`src/rthsl_pkg.sv`:
```
package rthsl_pkg;

  // Sextant bases for the hue numerator
  localparam logic [1:0] SEXT_RED   = 2'd0;
  localparam logic [1:0] SEXT_GREEN = 2'd1;
  localparam logic [1:0] SEXT_BLUE  = 2'd2;

  localparam int QW   = 31; // quotient width
  localparam int DENW = 12; // 6*d <= 1530

  // Classified pixel handed from front to back
  typedef struct packed {
    logic [8:0]  sum;       // mx + mn
    logic [7:0]  dif;       // mx - mn
    logic [11:0] hue_num;   // hue numerator, < 6d
    logic [8:0]  sat_den;   // saturation denominator
    logic        frame_end;
  } rthsl_item_t;

  // rounded q = (2*num*65535 + den) / (2*den), unrolled as a pipelined divider step
  function automatic logic [QW+DENW:0] div_step(input logic [QW+DENW:0] acc,
                                                input logic [DENW:0] den);
    logic [DENW+1:0] trial;
    logic [QW+DENW:0] res;
    begin
      trial = {acc[QW+DENW:QW-1]} - {1'b0, den};
      res = acc << 1;
      if (!trial[DENW+1]) begin
        res[QW+DENW:QW] = trial[DENW:0];
        res[0] = 1'b1;
      end
      return res;
    end
  endfunction

endpackage

```
`src/rthsl_back.sv`:
```
module rthsl_back (
  input  logic               clk,
  input  logic               rst_n,
  input  logic               q_valid,
  output logic               q_stall,
  input  rthsl_pkg::rthsl_item_t q_item,
  output logic               out_valid,
  input  logic               out_stall,
  output logic [15:0]        out_hue,
  output logic [15:0]        out_saturation,
  output logic [15:0]        out_lightness,
  output logic               out_frame_end_out
);
  localparam int AW = rthsl_pkg::QW + rthsl_pkg::DENW + 1;
  localparam int NS = rthsl_pkg::QW;
  localparam int DW = rthsl_pkg::DENW + 1;

  typedef struct packed {
    logic [AW-1:0] acc_h, acc_s;
    logic [DW-1:0] den_h, den_s;
    logic [15:0]   lig;
    logic          grey;
    logic          fe;
  } stage_t;

  stage_t      st_r   [NS+1];
  stage_t      st_nxt [NS+1];
  logic        v_r    [NS+1];
  stage_t      s0;
  logic        adv;
  logic [16:0] lig_full;

  // whole pipe advances together; stalls when output is held
  assign adv     = !(v_r[NS] && out_stall);
  assign q_stall = !adv;

  always_comb begin
    // dividend 2*num*65535, denominator 2*den
    s0.acc_h = AW'(({19'd0, q_item.hue_num} << 17) - ({19'd0, q_item.hue_num} << 1));
    s0.acc_s = AW'(({22'd0, q_item.dif} << 17) - ({22'd0, q_item.dif} << 1));
    s0.den_h = DW'({q_item.dif, 1'b0} * 13'd6);
    s0.den_s = DW'({q_item.sat_den, 1'b0});
    // rounding term: add den
    s0.acc_h = s0.acc_h + AW'(s0.den_h >> 1);
    s0.acc_s = s0.acc_s + AW'(s0.den_s >> 1);
    // 65535/510 is exactly 257/2, so lightness is (257*s + 1) >> 1
    lig_full = {8'd0, q_item.sum} * 17'd257 + 17'd1;
    s0.lig   = lig_full[16:1];
    s0.grey  = q_item.dif == 8'd0;
    s0.fe    = q_item.frame_end;
  end

  // one quotient bit per stage (restoring division)
  always_comb begin
    st_nxt[0] = s0;
    for (int i = 1; i <= NS; i++) begin
      st_nxt[i]       = st_r[i-1];
      st_nxt[i].acc_h = rthsl_pkg::div_step(st_r[i-1].acc_h, st_r[i-1].den_h);
      st_nxt[i].acc_s = rthsl_pkg::div_step(st_r[i-1].acc_s, st_r[i-1].den_s);
    end
  end

  always_ff @(posedge clk) begin
    if (!rst_n) begin
      for (int i = 0; i <= NS; i++) v_r[i] <= 1'b0;
    end else if (adv) begin
      v_r[0] <= q_valid;
      for (int i = 1; i <= NS; i++) v_r[i] <= v_r[i-1];
    end
    if (adv) begin
      for (int i = 0; i <= NS; i++) st_r[i] <= st_nxt[i];
    end
  end

  assign out_valid         = v_r[NS];
  assign out_hue           = st_r[NS].grey ? 16'd0 : st_r[NS].acc_h[15:0];
  assign out_saturation    = st_r[NS].grey ? 16'd0 : st_r[NS].acc_s[15:0];
  assign out_lightness     = st_r[NS].lig;
  assign out_frame_end_out = st_r[NS].fe;
endmodule

```
`config.mk`:
```
export PLATFORM = sky130hd
export DESIGN_NAME = rthsl_back
export DESIGN_NICKNAME = d
export VERILOG_FILES = /design/src/rthsl_pkg.sv /design/src/rthsl_back.sv
export SDC_FILE = /design/constraint.sdc
export NUM_CORES = 2
export LEC_CHECK = 0
export ABC_AREA = 1
export BUFFER_PORTS_ARGS = -buffer_cell sky130_fd_sc_hd__buf_2
export CORE_UTILIZATION = 48
export CTS_BUF_LIST = sky130_fd_sc_hd__clkbuf_16
export CTS_CLUSTER_SIZE = 20
export DETAILED_ROUTE_END_ITERATION = 16
export PLACE_DENSITY = 0.64
export SLEW_MARGIN = 30
export SYNTH_ARGS = -nofsm -noshare
export SYNTH_HDL_FRONTEND = slang
export SYNTH_MEMORY_MAX_BITS = 65536
export SYNTH_SLANG_ARGS = --single-unit
```
`constraint.sdc`:
```
create_clock -name clk -period 240.3 [get_ports clk]
set_clock_uncertainty 0.15 [all_clocks]
set_input_delay 48.06 -clock clk [delete_from_list [all_inputs] [get_ports clk]]
set_output_delay 48.06 -clock clk [all_outputs]
set_load 0.01 [all_outputs]
```
* Word level (Yosys, flattened, before mapping)
Memories as Yosys holds them, arrays and structs flattened. Index checks and enable logic that the tools add are counted. Widths: inputs -> output; s select.
Cells by class: add/sub/neg operators 67, multipliers 2, div/mod/pow operators 0, $lt $le $gt $ge 0, eq/ne operators 0, shifts and indexed selects 0, multiplexer cells 162, bitwise operators 32, reductions and logical operators 2
Operator list (count):
- $sub 14x13->14 | 62
- $mux 13 | 62
- $mux 1 | 98
- $mux 16 | 2
- $or 1x1->1 | 32
- $add 30x12->31 | 1
- $sub 29x13->30 | 1
- $add 26x10->27 | 1
- $sub 25x9->26 | 1
- $add 17x1->17 const B | 1
- $mul 9x9->17 const B | 1
- $mul 8x2->10 const B | 1
- $logic_not 8->1 | 1
- $logic_and 1x1->1 | 1
Word-level totals: flip-flop bits (word level) 0, latch bits 0, memory bits (writable) 4256, bits in read-only memories 0, input bits 43, memories kept 2
Memories:
- st_r | words 32, bits a word 132, rd ports 32, clocked after memory_dff 0, write ports 32, line rthsl_back.sv:26 | stage_t st_r [NS+1];
- v_r | words 32, bits a word 1, rd ports 32, clocked after memory_dff 0, write ports 32, line rthsl_back.sv:28 | logic v_r [NS+1];

* Longest topological paths before layout
An unclocked memory read counts as a cell.
word-level depth 6, depth in mapped cells 20, depth with buffers taken out 20

* Worst setup path after synthesis
Ideal clock, no wire load.
kind input port to output port, start input port out_stall, end output port q_stall, data arrival time 120.314 ns, required time 192.090 ns, slack 71.776 ns, stages 2, buffers on the path 0, cells stage by stage nand2_1 -> inv_1
On the way: cells in the longest elaborated chain, start to end 1
RTL lines:
- from (decl) | line rthsl_back.sv:8 | input logic out_stall,
- $logic_and 1x1->1 | line rthsl_back.sv:34 | assign adv = !(v_r[NS] && out_stall);
- to (decl) | line rthsl_back.sv:5 | output logic q_stall,
Every way passes these cells.

* Worst setup path in the final report
Ends and elaborated chain as after synthesis.

==> results.cfg <==
[run_status]
status = finished clean

[worst_setup_path]
max_stage_delay_ps = 580
path_cells = buf_2, nand2_4, inv_1, buf_2
r2r-end = st_r[0][66]
startpoint_type = primary input
cp_slowest_cell = nand2_4
crit_end = q_stall
required_ps = 192090
worstPathMaxFanout = 66
cp_data_arrival_time_ps = 49100
crit_top_cell = buf_2
path_class = in -> out
r2r_start = v_r[31]
worst_r2r_path_depth = 9
end_kind = primary output
startpoint = out_stall
rrSetupSlack_ps = 233920

[floorplan]
rows = 193
die_width_microns = 531
fp.coreArea_sq_um = 277000
io_pins = 94
fp.dieH_microns = 531
start_util_pct = 48.5
die_area_sq_um = 282000

[clocking]
postCtsHoldBufs = 0
ctsResizeCount = 0
post_cts_buffers = 0
clock_latency_ps = 900
cts.sinks = 3133
root_buffer = clkbuf_16
cts_tree = done
cts_max_level = 5
cts_buffers = 331
cts.path.max_buffers = 4
clkTransAtPathRegs_ps = 60

[placement]
gp_congestion = 0.885
place_hpwl_microns = 155000
port_buffers = 93

[sta]
max_freq_mhz = 10.3
slew_headroom_pct = 34.7
worst_hold_slack_ps = 245
finalSetupViolations = 0
grt_setup_unrepaired = false
setup_tns_ps = 0
period_needed_ps = 97310
hold_viol_final = 0
worstMarginPinSlew_ps = 979
fin_crit_sh_pct = 40.5
report.final.slew_viol_count = 0

[min_path]
min_path_type = reg -> reg

[grt]
antenna_found_initial = 3
gr-total-overflow = 0
grt_start_max_net_pins = 186
grt_first_pass_wirelength_microns = 361000
track_usage_pct = 15.5
grt_pass1_vias = 72004

[yosys]
seq_area_frac_synth_pct = 69.8
syn_inst = 10216
synth.distinct_cells = 58
ys_ff_latch = 3133
synth_top_flop_cell = edfxtp_1
synth_edf_count = 3116
synth_area_sq_um = 135000
avgSynthCellArea_sq_um = 13.2
async_reset_ff_share_pct = 0
yosys_warnings = 0

[routing]
wl_per_cell_microns = 15.3
dr.pass1.iters = 6
drc = 0
drt_iter0_markers = 4956
wirelength_microns = 223000
ant_nets = 0
viasPerCell = 5.01
vias = 72777

[pwr]
peakVddDrop_uv = 6.34
power_density_nw_per_um2 = 13.1
leakage_nw = 62.3

[final_layout]
final_nets = 11302
nFillCells = 22400
area_growth_pct = 11.7
drive_above_1_share_pct = 6.91

[run]
max_cap_violations = 0
[how the worst min path moves through the flow]
stage                     cells past startpoint  slack, ps            end           from
after global routing                          0        250   st_r[1][403]   st_r[1][271]
after floorplan                               0        250  st_r[0][1021]   st_r[0][888]
final                                         0        240   st_r[1][119]  st_r[0][2098]
after detailed placement                      0        250  st_r[0][1110]   st_r[0][977]
after global placement                        0        250   st_r[1][270]   st_r[1][138]
after CTS                                     0        250   st_r[1][119]  st_r[0][2098]
[sequential cells by signal, indices dropped and copies added (netlist names)]
name,count
v_r,32
st_r,3101
[synth_stat cells (63+ instances only)]
cell type	n	area, sq um
xnor2_1	258	2260
a21oi_1	588	2940
inv_1	1387	5210
o21ai_0	517	2590
nor3_1	150	751
nand4_1	100	626
fa_1	63	1260
nand2_1	1618	6070
ha_1	631	7900
nand3_1	227	1140
buf_2	64	320
o21ai_1	69	345
nor2_1	517	1940
edfxtp_1	3116	93600
xor2_1	361	3160
[cell type report]
type | instances | area [sq um] | area share [%]
inverters | 1407 | 5290 | 3.52
clock inverters | 258 | 2080 | 1.39
repair buffers | 154 | 1110 | 0.740
diodes | 3 | 7.51 | 0.00500
clock buffers | 340 | 8510 | 5.66
flip-flops and latches | 3133 | 93900 | 62.5
well taps | 3705 | 4640 | 3.09
multi-input cells | 5538 | 34700 | 23.1
[cell families after synthesis]
group / synth area share, %
AO/OA/AOI/OAI: 6.26
adder cells (fa/ha/maj): 6.81
AND/OR/NAND/NOR: 8.34
flip-flops: 69.8
XOR/XNOR: 4.24
buffers and inverters: 4.53
other: 0.00279
multiplexers: 0.00837
[worst max-delay path: cells and delay by family]
kind | cells | cell delay (ps)
simple gates | 1 | 580
buf+inv | 3 | 460
[layout by cell type, fill, tap and decap left out, types with 21 or more instances in the layout]
| master | instances |
|---|---|
| clkinv_1 | 73 |
| buf_4 | 40 |
| a211oi_1 | 32 |
| xor2_1 | 361 |
| buf_2 | 93 |
| a21oi_1 | 588 |
| fa_1 | 63 |
| o2111ai_1 | 52 |
| ha_1 | 631 |
| bufinv_16 | 30 |
| a21o_1 | 50 |
| inv_1 | 1455 |
| nor4_1 | 25 |
| edfxtp_1 | 3116 |
| nand2_1 | 1616 |
| o21ai_0 | 517 |
| nand4_1 | 100 |
| nand3_1 | 227 |
| o21ai_2 | 32 |
| xnor2_1 | 258 |
| clkinv_2 | 46 |
| clkbuf_16 | 340 |
| nand2_2 | 22 |
| nor2_1 | 517 |
| o31ai_1 | 50 |
| a31oi_1 | 21 |
| o21ai_1 | 69 |
| nor3_1 | 150 |
| o21bai_1 | 43 |
[routing by layer]
metal  GRT usage (%)  up-vias  share of wire [%]
met5               0        -                  0
met1            19.3    34473                 43
met3            2.19      504                3.5
met2            27.2     1252                 50
li1                -    36548                  -
met4            5.81        0                3.5
[through the flow]
| stage | cells | instance area, sq um | power (mW) | utilization (%) | worst slack, ps |
|---|---|---|---|---|---|
| floorplan | 10217 | 135000 | 1.33 | - | 71780 |
| global placement | 13931 | 139000 | 1.46 | 50.2 | 142960 |
| detailed placement | 13933 | 139000 | 1.48 | 50.2 | 142950 |
| CTS | 14531 | 150000 | 1.98 | 54.0 | 142940 |
| global route | 14537 | 150000 | 2.10 | 54.1 | 142830 |
| finish | 14538 | 150000 | 1.97 | 54.1 | 142990 |
[power by group]
part           internal (mW)  leakage, nW  switching, mW
Combinational          0.228         23.7          0.366
Sequential             0.807         33.1         0.0737
Clock                  0.289         5.42          0.203
No activity file was read; power rests on OpenSTA's default activity.
