File: src/rthsl_pkg.sv
package rthsl_pkg;

  // Sextant bases for the hue numerator
  localparam logic [1:0] SEXT_RED   = 2'd0;
  localparam logic [1:0] SEXT_GREEN = 2'd1;
  localparam logic [1:0] SEXT_BLUE  = 2'd2;

  localparam int QW   = 31; // quotient width
  localparam int DENW = 12; // 6*d <= 1530

  // Classified pixel handed from front to back
  typedef struct packed {
    logic [8:0]  sum;       // mx + mn
    logic [7:0]  dif;       // mx - mn
    logic [11:0] hue_num;   // hue numerator, < 6d
    logic [8:0]  sat_den;   // saturation denominator
    logic        frame_end;
  } rthsl_item_t;

  // rounded q = (2*num*65535 + den) / (2*den), unrolled as a pipelined divider step
  function automatic logic [QW+DENW:0] div_step(input logic [QW+DENW:0] acc,
                                                input logic [DENW:0] den);
    logic [DENW+1:0] trial;
    logic [QW+DENW:0] res;
    begin
      trial = {acc[QW+DENW:QW-1]} - {1'b0, den};
      res = acc << 1;
      if (!trial[DENW+1]) begin
        res[QW+DENW:QW] = trial[DENW:0];
        res[0] = 1'b1;
      end
      return res;
    end
  endfunction

endpackage

File: src/rthsl_front.sv
module rthsl_front (
  input  logic               clk,
  input  logic               rst_n,
  input  logic               in_valid,
  output logic               in_stall,
  input  logic [7:0]         in_red,
  input  logic [7:0]         in_green,
  input  logic [7:0]         in_blue,
  input  logic               in_frame_end_in,
  output logic               q_valid,
  input  logic               q_stall,
  output rthsl_pkg::rthsl_item_t q_item
);
  logic [7:0] mx, mn;
  logic [1:0] sext;
  rthsl_pkg::rthsl_item_t item;

  // Two-entry queue
  rthsl_pkg::rthsl_item_t buf_r [2];
  logic [1:0] cnt_r, cnt_nxt;
  logic       rd_r, rd_nxt, wr_r, wr_nxt;
  logic       push, pop;

  always_comb begin
    mx = in_red; sext = rthsl_pkg::SEXT_RED;
    if (in_green > mx) begin mx = in_green; sext = rthsl_pkg::SEXT_GREEN; end
    if (in_blue > mx) begin mx = in_blue; sext = rthsl_pkg::SEXT_BLUE; end
    mn = in_red;
    if (in_green < mn) mn = in_green;
    if (in_blue < mn) mn = in_blue;
    item.sum = {1'b0, mx} + {1'b0, mn};
    item.dif = mx - mn;
    item.frame_end = in_frame_end_in;
    item.sat_den = (item.sum < 9'd255) ? item.sum : 9'(10'd510 - {1'b0, item.sum});
    case (sext)
      rthsl_pkg::SEXT_RED: begin
        if (in_green >= in_blue) item.hue_num = {4'd0, in_green - in_blue};
        else item.hue_num = 12'(12'd6 * item.dif) - {4'd0, in_blue - in_green};
      end
      rthsl_pkg::SEXT_GREEN:
        item.hue_num = 12'({item.dif, 1'b0} + 12'(in_blue)) - 12'(in_red);
      default:
        item.hue_num = 12'({item.dif, 2'b0} + 12'(in_red)) - 12'(in_green);
    endcase
  end

  assign in_stall = cnt_r[1];
  assign push     = in_valid && !in_stall;
  assign q_valid  = cnt_r != 2'd0;
  assign pop      = q_valid && !q_stall;
  assign q_item   = buf_r[rd_r];

  always_comb begin
    cnt_nxt = cnt_r + {1'b0, push} - {1'b0, pop};
    rd_nxt  = rd_r ^ pop;
    wr_nxt  = wr_r ^ push;
  end

  always_ff @(posedge clk) begin
    if (!rst_n) begin
      cnt_r <= '0; rd_r <= 1'b0; wr_r <= 1'b0;
    end else begin
      cnt_r <= cnt_nxt; rd_r <= rd_nxt; wr_r <= wr_nxt;
    end
    if (push) buf_r[wr_r] <= item;
  end
endmodule

File: config.mk
export PLATFORM = sky130hd
export DESIGN_NAME = rthsl_front
export DESIGN_NICKNAME = d
export VERILOG_FILES = /design/src/rthsl_pkg.sv /design/src/rthsl_front.sv
export SDC_FILE = /design/constraint.sdc
export NUM_CORES = 1
export LEC_CHECK = 0
export BUFFER_PORTS_ARGS = -buffer_cell sky130_fd_sc_hd__buf_2
export CORE_MARGIN = 5
export CORE_UTILIZATION = 45
export CTS_BUF_LIST = sky130_fd_sc_hd__clkbuf_8
export CTS_CLUSTER_SIZE = 14
export DETAILED_ROUTE_END_ITERATION = 10
export SKIP_CTS_REPAIR_TIMING = 1
export SKIP_LAST_GASP = 1
export SLEW_MARGIN = 10
export SYNTH_ARGS = -nofsm -noshare
export SYNTH_HDL_FRONTEND = slang
export SYNTH_SLANG_ARGS = --single-unit
File: constraint.sdc
create_clock -name clk -period 9.1 [get_ports clk]
set_clock_uncertainty 0.1 [all_clocks]
set_input_delay 0 -clock clk [delete_from_list [all_inputs] [get_ports clk]]
set_output_delay 0 -clock clk [all_outputs]
set_load 0.05 [all_outputs]
# Word level (Yosys, flattened, before mapping)
# Memories as Yosys holds them, arrays and structs flattened. A register that Yosys moved wholly into a read port is not among the register bits.
# Index checks and enable logic that the tools add are counted.
# Widths: inputs -> output; s select.
dict set report classes {
  eq_ne 1
  div 0
  magnitude_cmp 6
  mux 12
  mul 1
  shifts 0
  n_bitwise 2
  n_reduce_logical 6
  n_addsub 12
}
# operator count
set ops {}
lappend ops {{$mux 8} 4}
lappend ops {{$pmux 12 s2} 1}
lappend ops {{$sub 11x8->12} 2}
lappend ops {{$sub 8x8->8} 3}
lappend ops {{$gt 8x8->1} 2}
lappend ops {{$lt 8x8->1} 2}
lappend ops {{$mux 12} 1}
lappend ops {{$add 10x8->11} 1}
lappend ops {{$sub 10x8->11} 1}
lappend ops {{$add 9x8->10} 1}
lappend ops {{$mul 2x8->10 const A} 1}
lappend ops {{$add 8x8->9} 1}
lappend ops {{$lt 9x8->1 const B} 1}
lappend ops {{$mux 9} 1}
lappend ops {{$sub 9x9->9 const A} 1}
lappend ops {{$ge 8x8->1} 1}
lappend ops {{$mux 1} 4}
lappend ops {{$add 2x1->2} 1}
lappend ops {{$eq 2x1->1 const B} 1}
lappend ops {{$logic_and 1x1->1} 2}
lappend ops {{$logic_not 1->1} 2}
lappend ops {{$logic_not 2->1} 1}
lappend ops {{$mux 2} 1}
lappend ops {{$reduce_bool 2->1} 1}
lappend ops {{2 further kinds} 3}
dict set report word_totals {
  output_inout_bits 41
  regBits 4
  memories 1
  latchBits 0
  ramBits 78
  mem_bits_ro 0
  input_bits 29
  wordCells 44
}
# memory depth word_bits read_ports rd_clocked_by_memory_dff write_ports line_no
set mem_list {}
lappend mem_list {buf_r 2 39 1 1 1 rthsl_front.sv:19} ;# rthsl_pkg::rthsl_item_t buf_r [2];

# Depth between registers and ports, before layout
# Gate-level depths: netlist of run 1.
dict set report logic_depth {
  word_depth 9
  ltp_mapped 40
  depth_no_buf 38
}

# Worst setup path after synthesis of run 1
# Ideal clock, no wire load.
dict set report synth_timing {
  path_type {input-to-reg}
  start {input port in_red[1]}
  end {memory buf_r[0][19] (netlist name) (data pin)}
  stages 37
  n_path_buf 4
  t_required_ns 8.803
  setup_slack_ns 1.891
  arrival_ns 6.912
  setup_ns 0.197
  path_cell_list {inv_1 -> ha_1 -> nor2b_1 -> o21a_1 -> o21a_1 -> o21bai_1 -> a21o_1 -> clkbuf_1 -> clkbuf_1 -> nor2_1 -> a21oi_1 -> ha_1 -> a21o_1 -> a21oi_1 -> a21o_1 -> o2bb2ai_1 -> clkbuf_1 -> clkbuf_1 -> a21oi_1 -> ha_1 -> or2_4 -> a21oi_1 -> nor2_1 -> xnor2_1 -> inv_1 -> ha_1 -> nor2b_1 -> o21ai_0 -> nand2b_1 -> xnor2_1 -> xnor2_1 -> ha_1 -> o21a_1 -> o31a_1 -> or2_2 -> o21ba_1 -> o311ai_1}
}
# element line_no
set synth_lines {}
lappend synth_lines {{from (decl)} rthsl_front.sv:6} ;# input logic [7:0] in_red,
lappend synth_lines {{to (decl)} rthsl_front.sv:19}

==> results of run 1 <==
[state kept, by name, indices dropped and copies added, names as in the netlist, named ones only]
| signal | count |
|---|---|
| buf_r | 74 |
| cnt_r | 2 |
| rd_r | 1 |
| wr_r | 1 |
[final timing paths]
| path | from | to | slack (ps) | cells past startpoint |
|---|---|---|---|---|
| setup / recovery | in_red[1] | buf_r[1][19] | 940 | 33 |
| hold / removal | in_valid | wr_r | 5 | 5 |
| setup reg to reg | cnt_r[1] | cnt_r[1] | 7140 | 8 |
| hold reg to reg | cnt_r[0] | cnt_r[0] | 490 | 2 |
[cell usage in the layout, fill, tap and decap left out, types with 4 or more instances in the layout]
master,count
sky130_fd_sc_hd__nor2_1,50
sky130_fd_sc_hd__fa_1,21
sky130_fd_sc_hd__inv_1,73
sky130_fd_sc_hd__nand3_1,14
sky130_fd_sc_hd__mux2i_1,5
sky130_fd_sc_hd__and2_1,7
sky130_fd_sc_hd__a211oi_1,5
sky130_fd_sc_hd__xor2_1,16
sky130_fd_sc_hd__mux2_2,37
sky130_fd_sc_hd__o21bai_1,7
sky130_fd_sc_hd__a21o_1,31
sky130_fd_sc_hd__clkbuf_8,9
sky130_fd_sc_hd__edfxtp_1,74
sky130_fd_sc_hd__nor3_1,24
sky130_fd_sc_hd__or3_1,7
sky130_fd_sc_hd__nor2b_1,8
sky130_fd_sc_hd__dfxtp_1,5
sky130_fd_sc_hd__a21oi_1,82
sky130_fd_sc_hd__and3_1,10
sky130_fd_sc_hd__nand2_1,26
sky130_fd_sc_hd__o22ai_1,4
sky130_fd_sc_hd__or2_2,4
sky130_fd_sc_hd__nand2b_1,7
sky130_fd_sc_hd__o21a_1,7
sky130_fd_sc_hd__nand4_1,9
sky130_fd_sc_hd__inv_6,4
sky130_fd_sc_hd__ha_1,94
sky130_fd_sc_hd__o211ai_1,4
sky130_fd_sc_hd__o21ai_0,35
sky130_fd_sc_hd__xnor2_1,32
sky130_fd_sc_hd__buf_2,69
[through the flow]
| step | setup slack, ps | utilization | instances | hold slack, ps | area (sq um) |
|---|---|---|---|---|---|
| after floorplan | 1890 | - | 782 | -1.13 | 7570 |
| final | 937 | 0.503 | 1064 | 5.26 | 8320 |
| after global placement | 1010 | 0.489 | 1046 | 94.1 | 8090 |
| after CTS | 976 | 0.502 | 1062 | -278 | 8300 |
| after detailed placement | 592 | 0.489 | 1046 | 102 | 8090 |
| after global routing | 264 | 0.503 | 1064 | 13.0 | 8320 |
[area by class of cell]
cell class,count,area (sq um)
clock buffers,9,124
clock inverters,7,83.8
fillers,1528,8210
inverters,75,282
multi-input cells,601,4850
flip-flops and latches,79,2320
well taps,220,275
repair buffers,73,380
[per-layer routing]
layer | track usage | part of all wire
met1 | 0.276 | 0.48
met2 | 0.298 | 0.45
met3 | 0.0213 | 0.046
met4 | 0.0612 | 0.024
met5 | 0 | 0
[kinds of logic (layout without fill, tap and decap cells)]
logic type	after synthesis	in the layout	synth area share
buffers and inverters	102	164	0.0545
multiplexers	42	42	0.0616
adder cells (fa/ha/maj)	117	117	0.214
AND/OR/NAND/NOR	182	182	0.124
AO/OA/AOI/OAI	208	208	0.173
XOR/XNOR	52	52	0.0656
flip-flops	79	79	0.307
[worst max-delay path: cells and delay by family]
family	cells	cell delay, ps
AOI/OAI and AO/OA	14	3640
adders and majority gates	6	2070
and+or+nand+nor	6	940
buffers and inverters	6	830
xor gates and xnor gates	1	690
==> summary by stage, run 1 <==
Clocking
Counting along the longest clock path gives a buffer depth of 2. The insertion delay to the later sink of the worst-skew pair is about 350 ps. The maximum level of the CTS H-tree is 3. TritonCTS built the clock tree.

The tree built by TritonCTS fans out to around 80 sinks. The clock input transition at the sequential cells of the worst setup and hold paths is ~90 ps. The number of CTS-inserted buffers is 9. The master cell of the clock root buffer is sky130_fd_sc_hd__clkbuf_8.

Global routing
Global routing finished with a remaining overflow of 0. The number of antenna violations at the first check in global routing was 0. The maximum number of pins on one net before global-route repair is 38. The number of global-route vias before repair is approximately 6000.

The global router's overall resource usage is 0.190. The first-pass GRT wire length is just over 30 mm.

Placement
The routability-driven placement congestion ratio is between 0.9 and 1. During placement, the flow inserted port buffers numbering 69. After legalization and detailed placement, the total HPWL measured between 15 and 20 mm.

Timing
The number of pins with negative max-slew slack in the final report is 0. The fraction of the cycle the final worst path needs is 0.897. The timing-limited maximum frequency is 123 MHz. The smallest clock period supported by the final layout is computed as about 8000 ps.

Adding up every negative setup slack in the final design gives 0 ps. The final hold violation count is 0. Setup repair after global routing left no endpoint under its margin. The final-report setup violation count is 0. The slew of the pin with the lowest slew margin is around 1200 ps. Headroom to the max-slew limit came out at 0.175.

Yosys
The most used flip-flop cell after synthesis is sky130_fd_sc_hd__edfxtp_1. The share of Yosys cell area claimed by the top area cell type is 0.293. The mapped netlist covers between 7000 and 8000 sq um. The number of nets handed over by synthesis was roughly 930. The flop and latch count out of synthesis is between 70 and 80. sky130_fd_sc_hd__ha_1 is the most common cell in the netlist. The netlist uses 69 different library cells. The average size of a mapped cell is 9.68 sq um. The number of flops mapped to enable cells by yosys is 74. The portion of the post-synthesis area used by sequential elements is 0.307. The count of yosys warnings during synthesis is 0.

By area the synthesized netlist is led by sky130_fd_sc_hd__edfxtp_1 29%, sky130_fd_sc_hd__ha_1 16%, sky130_fd_sc_hd__fa_1 5.6%. The number of standard cells after synthesis is roughly 800. The fraction of registers with async set or reset after synthesis is 0. Summed over all instances, the cell type with the most area after synthesis is sky130_fd_sc_hd__edfxtp_1.

Sorting the synthesized cells by how often they occur yields 96 x sky130_fd_sc_hd__ha_1, 82 x sky130_fd_sc_hd__a21oi_1, 74 x sky130_fd_sc_hd__edfxtp_1, 73 x sky130_fd_sc_hd__inv_1, 50 x sky130_fd_sc_hd__nor2_1.

Route
The first TritonRoute pass finished after 4 iterations. The residual antenna-violating net count after detailed routing is 0. The routed length per placed instance is 17.8 um.

After detailed routing, the number of vias per cell comes to 5.65. For this run, design rule violations remaining after detail routing come to 0. The total wirelength of the detailed-routed design is between 15 and 20 mm. The detailed router finished its first iteration with 300 violations. The detailed-route via count is approximately 6000.

Worst setup path
In this design, the critical path's most frequently occurring cell is sky130_fd_sc_hd__inv_1. The delay of the slowest cell on the worst path is between 700 and 800 ps. The critical path class is in -> reg. The kind of capture point of the worst setup path is a flop. For the worst setup path, the data required time is roughly 9100 ps. The highest-delay cell along the critical path is sky130_fd_sc_hd__a21o_1. STA classifies the critical path startpoint as a primary input.

Along the worst path, the maximum fanout reaches 27. The data arrival time of the critical path is a little over 8000 ps.

Die
The height of the chip is between 100 and 150 um. The overall die width is 140 um. After floorplanning, the core was divided into 47 placement rows.

The region available for standard cell placement spans about 17000 sq um. The initial core utilization is 0.458. In this run the count of I/O pins placed on the die edge is 70. The full die area is just under 20000 sq um.

Cells and area
The number of antenna diodes in the final layout is 0. The signed area change from the synthesized netlist to the final layout is 9.82%. The net count of the finished layout is a little under 1000. Of the cells placed in the final design, the portion with a size suffix greater than 1 is 0.172.

Run status
The flow ran to the end, and the final reports show no timing, DRC or antenna violations.

Job
Max-cap violations in this run came to 0.

Min path
The kind of path behind the tightest hold check is in -> reg.
Power of run 1 is not shown: default switching activity piles up to over one toggle a cycle in this logic, so the estimate is an artifact.
==> inputs of run 2 (changes only) <==
--- a/config.mk
+++ b/config.mk
@@ -5,7 +5,7 @@
 export SDC_FILE = /design/constraint.sdc
 export NUM_CORES = 1
 export LEC_CHECK = 0
-export BUFFER_PORTS_ARGS = -buffer_cell sky130_fd_sc_hd__buf_2
+export BUFFER_PORTS_ARGS = -buffer_cell sky130_fd_sc_hd__buf_4
 export CORE_MARGIN = 5
 export CORE_UTILIZATION = 45
 export CTS_BUF_LIST = sky130_fd_sc_hd__clkbuf_8
==> run 2 against run 1 <==
Effect of this change: the flow now finishes with violations (negative hold slack); global-route usage up 0.094 points; cell count unchanged; cell area up 2.1%; die area unchanged; non-clock buffer count unchanged; maximum frequency up 2.5%; critical path type unchanged; critical endpoint is now buf_r[0][19]; largest cell class unchanged; highest routed layer unchanged.
==> summary by stage, run 2 (synthesis gave the netlist of run 1 again) <==
Route
The number of remaining DRC errors is 0 (unchanged). The initial detailed-routing violation count is 327 (+9.0%). The mean number of vias per cell is 5.62 (-0.45%). The detailed-routed wire length on met3 is 996 um (+14%).

The met2 layer wire length in the routed design is 8.65 mm (+1.6%). The highest layer touched by signal routing is met4. The routed length on met1 is 8.87 mm (-3.0%). The iteration count of the initial detailed-routing pass is 5 (+1). The detailed-route via count is 5984 (-0.45%). The residual antenna-violating net count after detailed routing is 0 (unchanged). The total wirelength of the detailed-routed design is 18.9 mm (-0.42%). The routed length per placed instance is 17.8 um (-0.42%).

Die
The area of the core is 16500 sq um (unchanged). The overall die width came to 140 um (unchanged). The number of placement rows came to 47 (unchanged).

The I/O pin count is 70 (unchanged). The height of the chip is 140 um (unchanged). The initial core utilization is 0.458 (unchanged). The full die area came to 19500 sq um (unchanged).

Timing
The setup TNS after final layout came to 0 ps (unchanged). The fraction of the cycle the final worst path needs is 0.875 (-0.0220). The number of pins with negative max-slew slack in the final report was 0 (unchanged). The tightest slew margin relative to the limit was 0.200 (+0.0255). The worst slack on hold paths is -13.2 ps (-18.4 ps).

The final hold violation count is 3 (+3). The final-report setup violation count is 0 (unchanged). The slew of the pin with the lowest slew margin came to 1200 ps (-38.3 ps). The shortest period the worst path allows came to 7960 ps (-200 ps). Setup repair after global routing left no endpoint under its margin. The timing-limited maximum frequency is 126 MHz (+2.5%).

Clocking
The number of buffers between clock root and the deepest sink is 2 (unchanged). The maximum level of the CTS H-tree is 3 (unchanged). The insertion delay to the later sink of the worst-skew pair came to 350 ps (about the same). The clock tree from TritonCTS is built.

The clock input transition at the sequential cells of the worst setup and hold paths came to 80 ps (about the same). The number of CTS-inserted buffers is 9 (unchanged). The number of clock sinks is 79 (unchanged). Clock tree synthesis selected as its root buffer the cell sky130_fd_sc_hd__clkbuf_8.

Cells and area
The most common library cell in the layout ignoring fill and taps is sky130_fd_sc_hd__ha_1. The register with the most flip-flops in the final layout is buf_r. The number of nets in the finished design was 985 (unchanged). The largest registers in the layout are buf_r x74, cnt_r x2. The share of post-route cells with drive strength above 1 is 0.172 (unchanged).

The area growth from synthesis to layout is 12.1%. The number of flip-flops under the largest register name is 74 (unchanged). The top cell types in the final layout, fill and taps aside, are 94 x sky130_fd_sc_hd__ha_1, 82 x sky130_fd_sc_hd__a21oi_1, 74 x sky130_fd_sc_hd__edfxtp_1. The number of antenna diodes came to 0 (unchanged).

Placement
The number of port buffers is 69 (unchanged). The routability-driven placement congestion ratio is 0.896 (-0.75%). The estimated wirelength of the detail-placed design is 15.2 mm (about the same).

Global routing
The number of global-route vias before repair is 5775 (-1.5%). The number of antenna violations at the first check in global routing was 0 (unchanged). The first-pass GRT wire length is 30.1 mm (-0.91%).

The maximum number of pins on one net before global-route repair is 38 (unchanged). The global router's overall resource usage is 0.191 (+0.000938). The total congestion overflow after global routing is 0 (unchanged).

Worst setup path
The critical-path maximum fanout is 27 (unchanged). The highest-delay cell along the critical path is sky130_fd_sc_hd__a21o_1. The beginning of the critical path is in_red[1]. The required time of the critical path is 9140 ps (about the same). The critical path class is in -> reg.

The worst setup path is launched from a primary input. The startpoint of the worst-slack reg-to-reg timing path is cnt_r[1]. The delay of the slowest cell on the worst path is 700 ps (-70 ps). The reg2reg setup slack is 7180 ps (+40 ps). The kind of capture point of the worst setup path is a flop. The data arrival time of the critical path is 8010 ps (-190 ps).

Run status
The final reports fail on negative hold slack. The flow ran to the end, but the final reports show violations.

Min path
The worst hold path begins at q_stall. The tightest min-delay check is of the in -> reg type.

Job
The max capacitance violation total came to 0 (unchanged).
==> run 2: cell count changes in the layout (fill, tap and decap cells not counted) <==
| cell | previous run | this run |
|---|---|---|
| sky130_fd_sc_hd__buf_2 | 69 | 0 |
| sky130_fd_sc_hd__buf_4 | 2 | 71 |
| sky130_fd_sc_hd__clkinv_4 | 0 | 1 |
| sky130_fd_sc_hd__inv_6 | 4 | 2 |
| sky130_fd_sc_hd__inv_8 | 1 | 2 |
==> run 2: worst paths after layout <==
path | end | depth (start not counted)
worst max-delay path | buf_r[0][19] | 35
worst min register to register | flop | 2
worst min-delay path | flop | 4
worst max register to register | cnt_r[1] | 8
==> run 2: critical path, delay by kind of cell <==
kind	cells	cell delay (ps)
xor+xnor	3	970
fa+ha+maj	6	2000
buf+inv	5	750
compound gates	14	3110
simple gates	7	1130
==> run 2: final cells by class <==
class,instances,area [sq um]
repair buffers,73,553
fillers,1498,8030
multi-input cells,601,4850
clock buffers,9,124
flip-flops and latches,79,2320
clock inverters,7,86.3
well taps,220,275
inverters,75,282
==> run 2: routing by layer <==
| layer | GRT usage | vias up |
|---|---|---|
| met5 | 0 | - |
| met2 | 0.302 | 187 |
| met1 | 0.270 | 2840 |
| met3 | 0.0278 | 27 |
| met4 | 0.0622 | 0 |
| li1 | - | 2930 |
==> run 2: through the flow <==
step | instances | instance area, sq um | hold slack, ps | setup WS, ps | util
after floorplan | 782 | 7570 | -1.13 | 1890 | -
after global placement | 1046 | 8260 | 90.2 | 1160 | 0.500
after detailed placement | 1046 | 8260 | 92.1 | 806 | 0.500
after CTS | 1062 | 8470 | -295 | 1180 | 0.513
after global routing | 1064 | 8490 | 21.0 | 552 | 0.514
final | 1064 | 8490 | -13.2 | 1140 | 0.514
Power of run 2 is left out for the same reason.
==> inputs of run 3 (changes only) <==
--- a/config.mk
+++ b/config.mk
@@ -11,6 +11,8 @@
 export CTS_BUF_LIST = sky130_fd_sc_hd__clkbuf_8
 export CTS_CLUSTER_SIZE = 14
 export DETAILED_ROUTE_END_ITERATION = 10
+export HOLD_SLACK_MARGIN = 0.05
+export REMOVE_ABC_BUFFERS = 1
 export SKIP_CTS_REPAIR_TIMING = 1
 export SKIP_LAST_GASP = 1
 export SLEW_MARGIN = 10
==> constraint.sdc (replaced) <==
create_clock -name clk -period 7.5 [get_ports clk]
set_clock_uncertainty 0.1 [all_clocks]
set_input_delay 0 -clock clk [delete_from_list [all_inputs] [get_ports clk]]
set_output_delay 0 -clock clk [all_outputs]
set_load 0.05 [all_outputs]
==> run 3 against run 2 <==
Effect of this change: the run now ends clean; cell area rose by 1.2%; wire length increased by 4.5%; register-to-register slack got worse by 1600 ps; die area unchanged; first-iteration DRC count grew 38%; critical path depth shrank 2; hold slack improved by 140 ps; sequential share of layout area fell by 0.32 points; via count grew 2.4%; global-route usage is 1.0 points higher; clock-buffer cell count unchanged; critical endpoint is now buf_r[1][19]; highest routed layer unchanged.
==> summary by stage, run 3 (synthesis gave the netlist of run 1 again) <==
Worst setup path
The endpoint identified for the worst register-to-register timing path is buf_r[0][6]. The required time of the critical path is 7560 ps (-1580 ps). By instance count, the cell type seen most on the critical path is sky130_fd_sc_hd__ha_1.

The sum of buffers and inverters on the critical path is 3 (-2). The worst setup path is of the in -> reg kind. STA classifies the critical path startpoint as a primary input. The cell class contributing the biggest share of worst-path delay is compound AO/OA/AOI/OAI gates. The delay of the slowest cell on the worst path is 440 ps (-260 ps). The worst setup path is captured at a flop. The critical-path maximum fanout is 8 (-70%). The highest-delay cell along the critical path is sky130_fd_sc_hd__a21oi_1. The data arrival time of the critical path is 7010 ps (-1000 ps). The worst register-to-register path begins at cnt_r[1]. The worst reg-to-reg path cell count is 3 (-5).

The reg2reg setup slack is 5530 ps (-1650 ps).

Route
The residual antenna-violating net count after detailed routing is 0 (unchanged). The total wirelength of the detailed-routed design is 19.8 mm (+4.5%). The routed length per placed instance is 18.3 um (+2.7%).

The iteration count of the initial detailed-routing pass is 4 (-1). The number of remaining DRC errors is 0 (unchanged). The mean number of vias per cell is 5.66 (+0.72%).

The detailed-route via count is 6129 (+2.4%). The initial detailed-routing violation count is 452 (+38%).

Clocking
The number of clock sinks came to 79 (unchanged). The number of CTS-inserted buffers was 9 (unchanged). The insertion delay to the later sink of the worst-skew pair came to 360 ps (about the same). The master cell of the clock root buffer is sky130_fd_sc_hd__clkbuf_8. The number of buffers between clock root and the deepest sink came to 2 (unchanged). The maximum level of the CTS H-tree came to 3 (unchanged). The clock input transition at the sequential cells of the worst setup and hold paths came to 80 ps (about the same).

TritonCTS built the clock tree.

Die
The initial core utilization is 0.458 (unchanged). The height of the chip is 140 um (unchanged). The area of the core is 16500 sq um (unchanged). The full die area is 19500 sq um (unchanged). The number of placement rows is 47 (unchanged).

The I/O pin count is 70 (unchanged). The overall die width is 140 um (unchanged).

Timing
Timing would allow up to between 100 and 150 MHz. The final hold violation count is 0 (-3). The tightest slew margin relative to the limit came to 0.331 (+0.130). The fraction of the cycle the final worst path needs is 0.926.

The setup TNS after final layout is 0 ps (unchanged). The slew of the pin with the lowest slew margin is 1000 ps (-196 ps). The clock period could shrink to 6940 ps. Setup repair after global routing left no endpoint under its margin. The final-report setup violation count is 0 (unchanged). The number of pins with negative max-slew slack in the final report is 0 (unchanged).

Cells and area
Leaving out fill and tap cells, the most frequent cells in the layout are 94 x sky130_fd_sc_hd__ha_1, 85 x sky130_fd_sc_hd__buf_4, 81 x sky130_fd_sc_hd__a21oi_1. The number of antenna diodes is 0 (unchanged). In the final layout, the registers with the most flip-flops are buf_r x74, cnt_r x2. The number of nets in the finished design was 1003 (+1.8%). Leaving out fill and tap cells, the most frequent cell in the layout is sky130_fd_sc_hd__ha_1. The number of flip-flops under the largest register name was 74 (unchanged). The share of post-route cells with drive strength above 1 is 0.183 (+0.0115). The area growth from synthesis to layout is 13.5%.

The register with the most flip-flops is buf_r.

Global routing
The total congestion overflow after global routing is 0 (unchanged). The first-pass GRT wire length came to 31.7 mm (+5.2%). The global router's overall resource usage is 0.202 (+0.0104).

The number of antenna violations at the first check in global routing is 0 (unchanged). The maximum number of pins on one net before global-route repair was 38 (unchanged). The number of global-route vias before repair was 6212 (+7.6%).

Min path
In this run the worst hold path is classified as in -> reg. The hold path endpoint is buf_r[1][10]. The launch instance of the worst min-delay path is in_red[0]. The instance count along the most critical hold path is 5 (+1).

Run status
The flow ran to the end, and the final reports show no timing, DRC or antenna violations.

Placement
The routability-driven placement congestion ratio was 1.00 (+12%). The estimated wirelength of the detail-placed design is 15.7 mm (+3.2%). The number of port buffers was 69 (unchanged).

Job
The max capacitance violation total was 0 (unchanged).
-- run 3: how the worst max path moves through the flow --
stage	startpoint	to	slack [ps]	cells past startpoint
2_1_floorplan	in_red[1]	buf_r[0][19]	-300	32
3_3_place_gp	in_red[1]	buf_r[0][19]	430	36
3_5_place_dp	in_red[1]	buf_r[0][19]	180	36
4_1_cts	in_red[1]	buf_r[0][19]	560	36
5_1_grt	in_red[1]	buf_r[1][19]	20	36
6_report	in_red[1]	buf_r[1][19]	560	33
-- run 3: tightest hold or removal path: stages --
cell                      delay (ps)
sky130_fd_sc_hd__buf_4           100
sky130_fd_sc_hd__ha_1            120
sky130_fd_sc_hd__nand2_1          40
sky130_fd_sc_hd__a21oi_1         110
sky130_fd_sc_hd__a21oi_1          60
-- run 3: routing by layer --
layer / track usage / up-vias / share of wire / routed length [um]
met5: 0 / - / 0 / 0
met4: 0.0734 / 0 / 0.025 / 494
met3: 0.0322 / 40 / 0.048 / 955
met2: 0.326 / 195 / 0.47 / 9270
met1: 0.274 / 2938 / 0.46 / 9030
li1: - / 2956 / - / -
-- run 3: final cells by class --
type                       instances  area, sq um
clock buffer                       9          124
multi-input combinational        601         4850
timing repair buffer              91          698
tap                              220          275
sequential                        79         2320
clock inverter                     7         40.0
inverter                          75          282
fill                            1510         7930
-- run 3: through the flow --
stage	setup WS, ps	cell area [sq um]	std cells	hold WS [ps]	utilization
final	558	8600	1082	127	0.520
after floorplan	-300	7440	755	-1.13	-
after CTS	557	8530	1076	-309	0.516
after global routing	22.0	8600	1082	183	0.520
after global placement	432	8370	1060	85.9	0.506
after detailed placement	183	8370	1060	90.2	0.506
Power of run 3 is left out for the same reason.
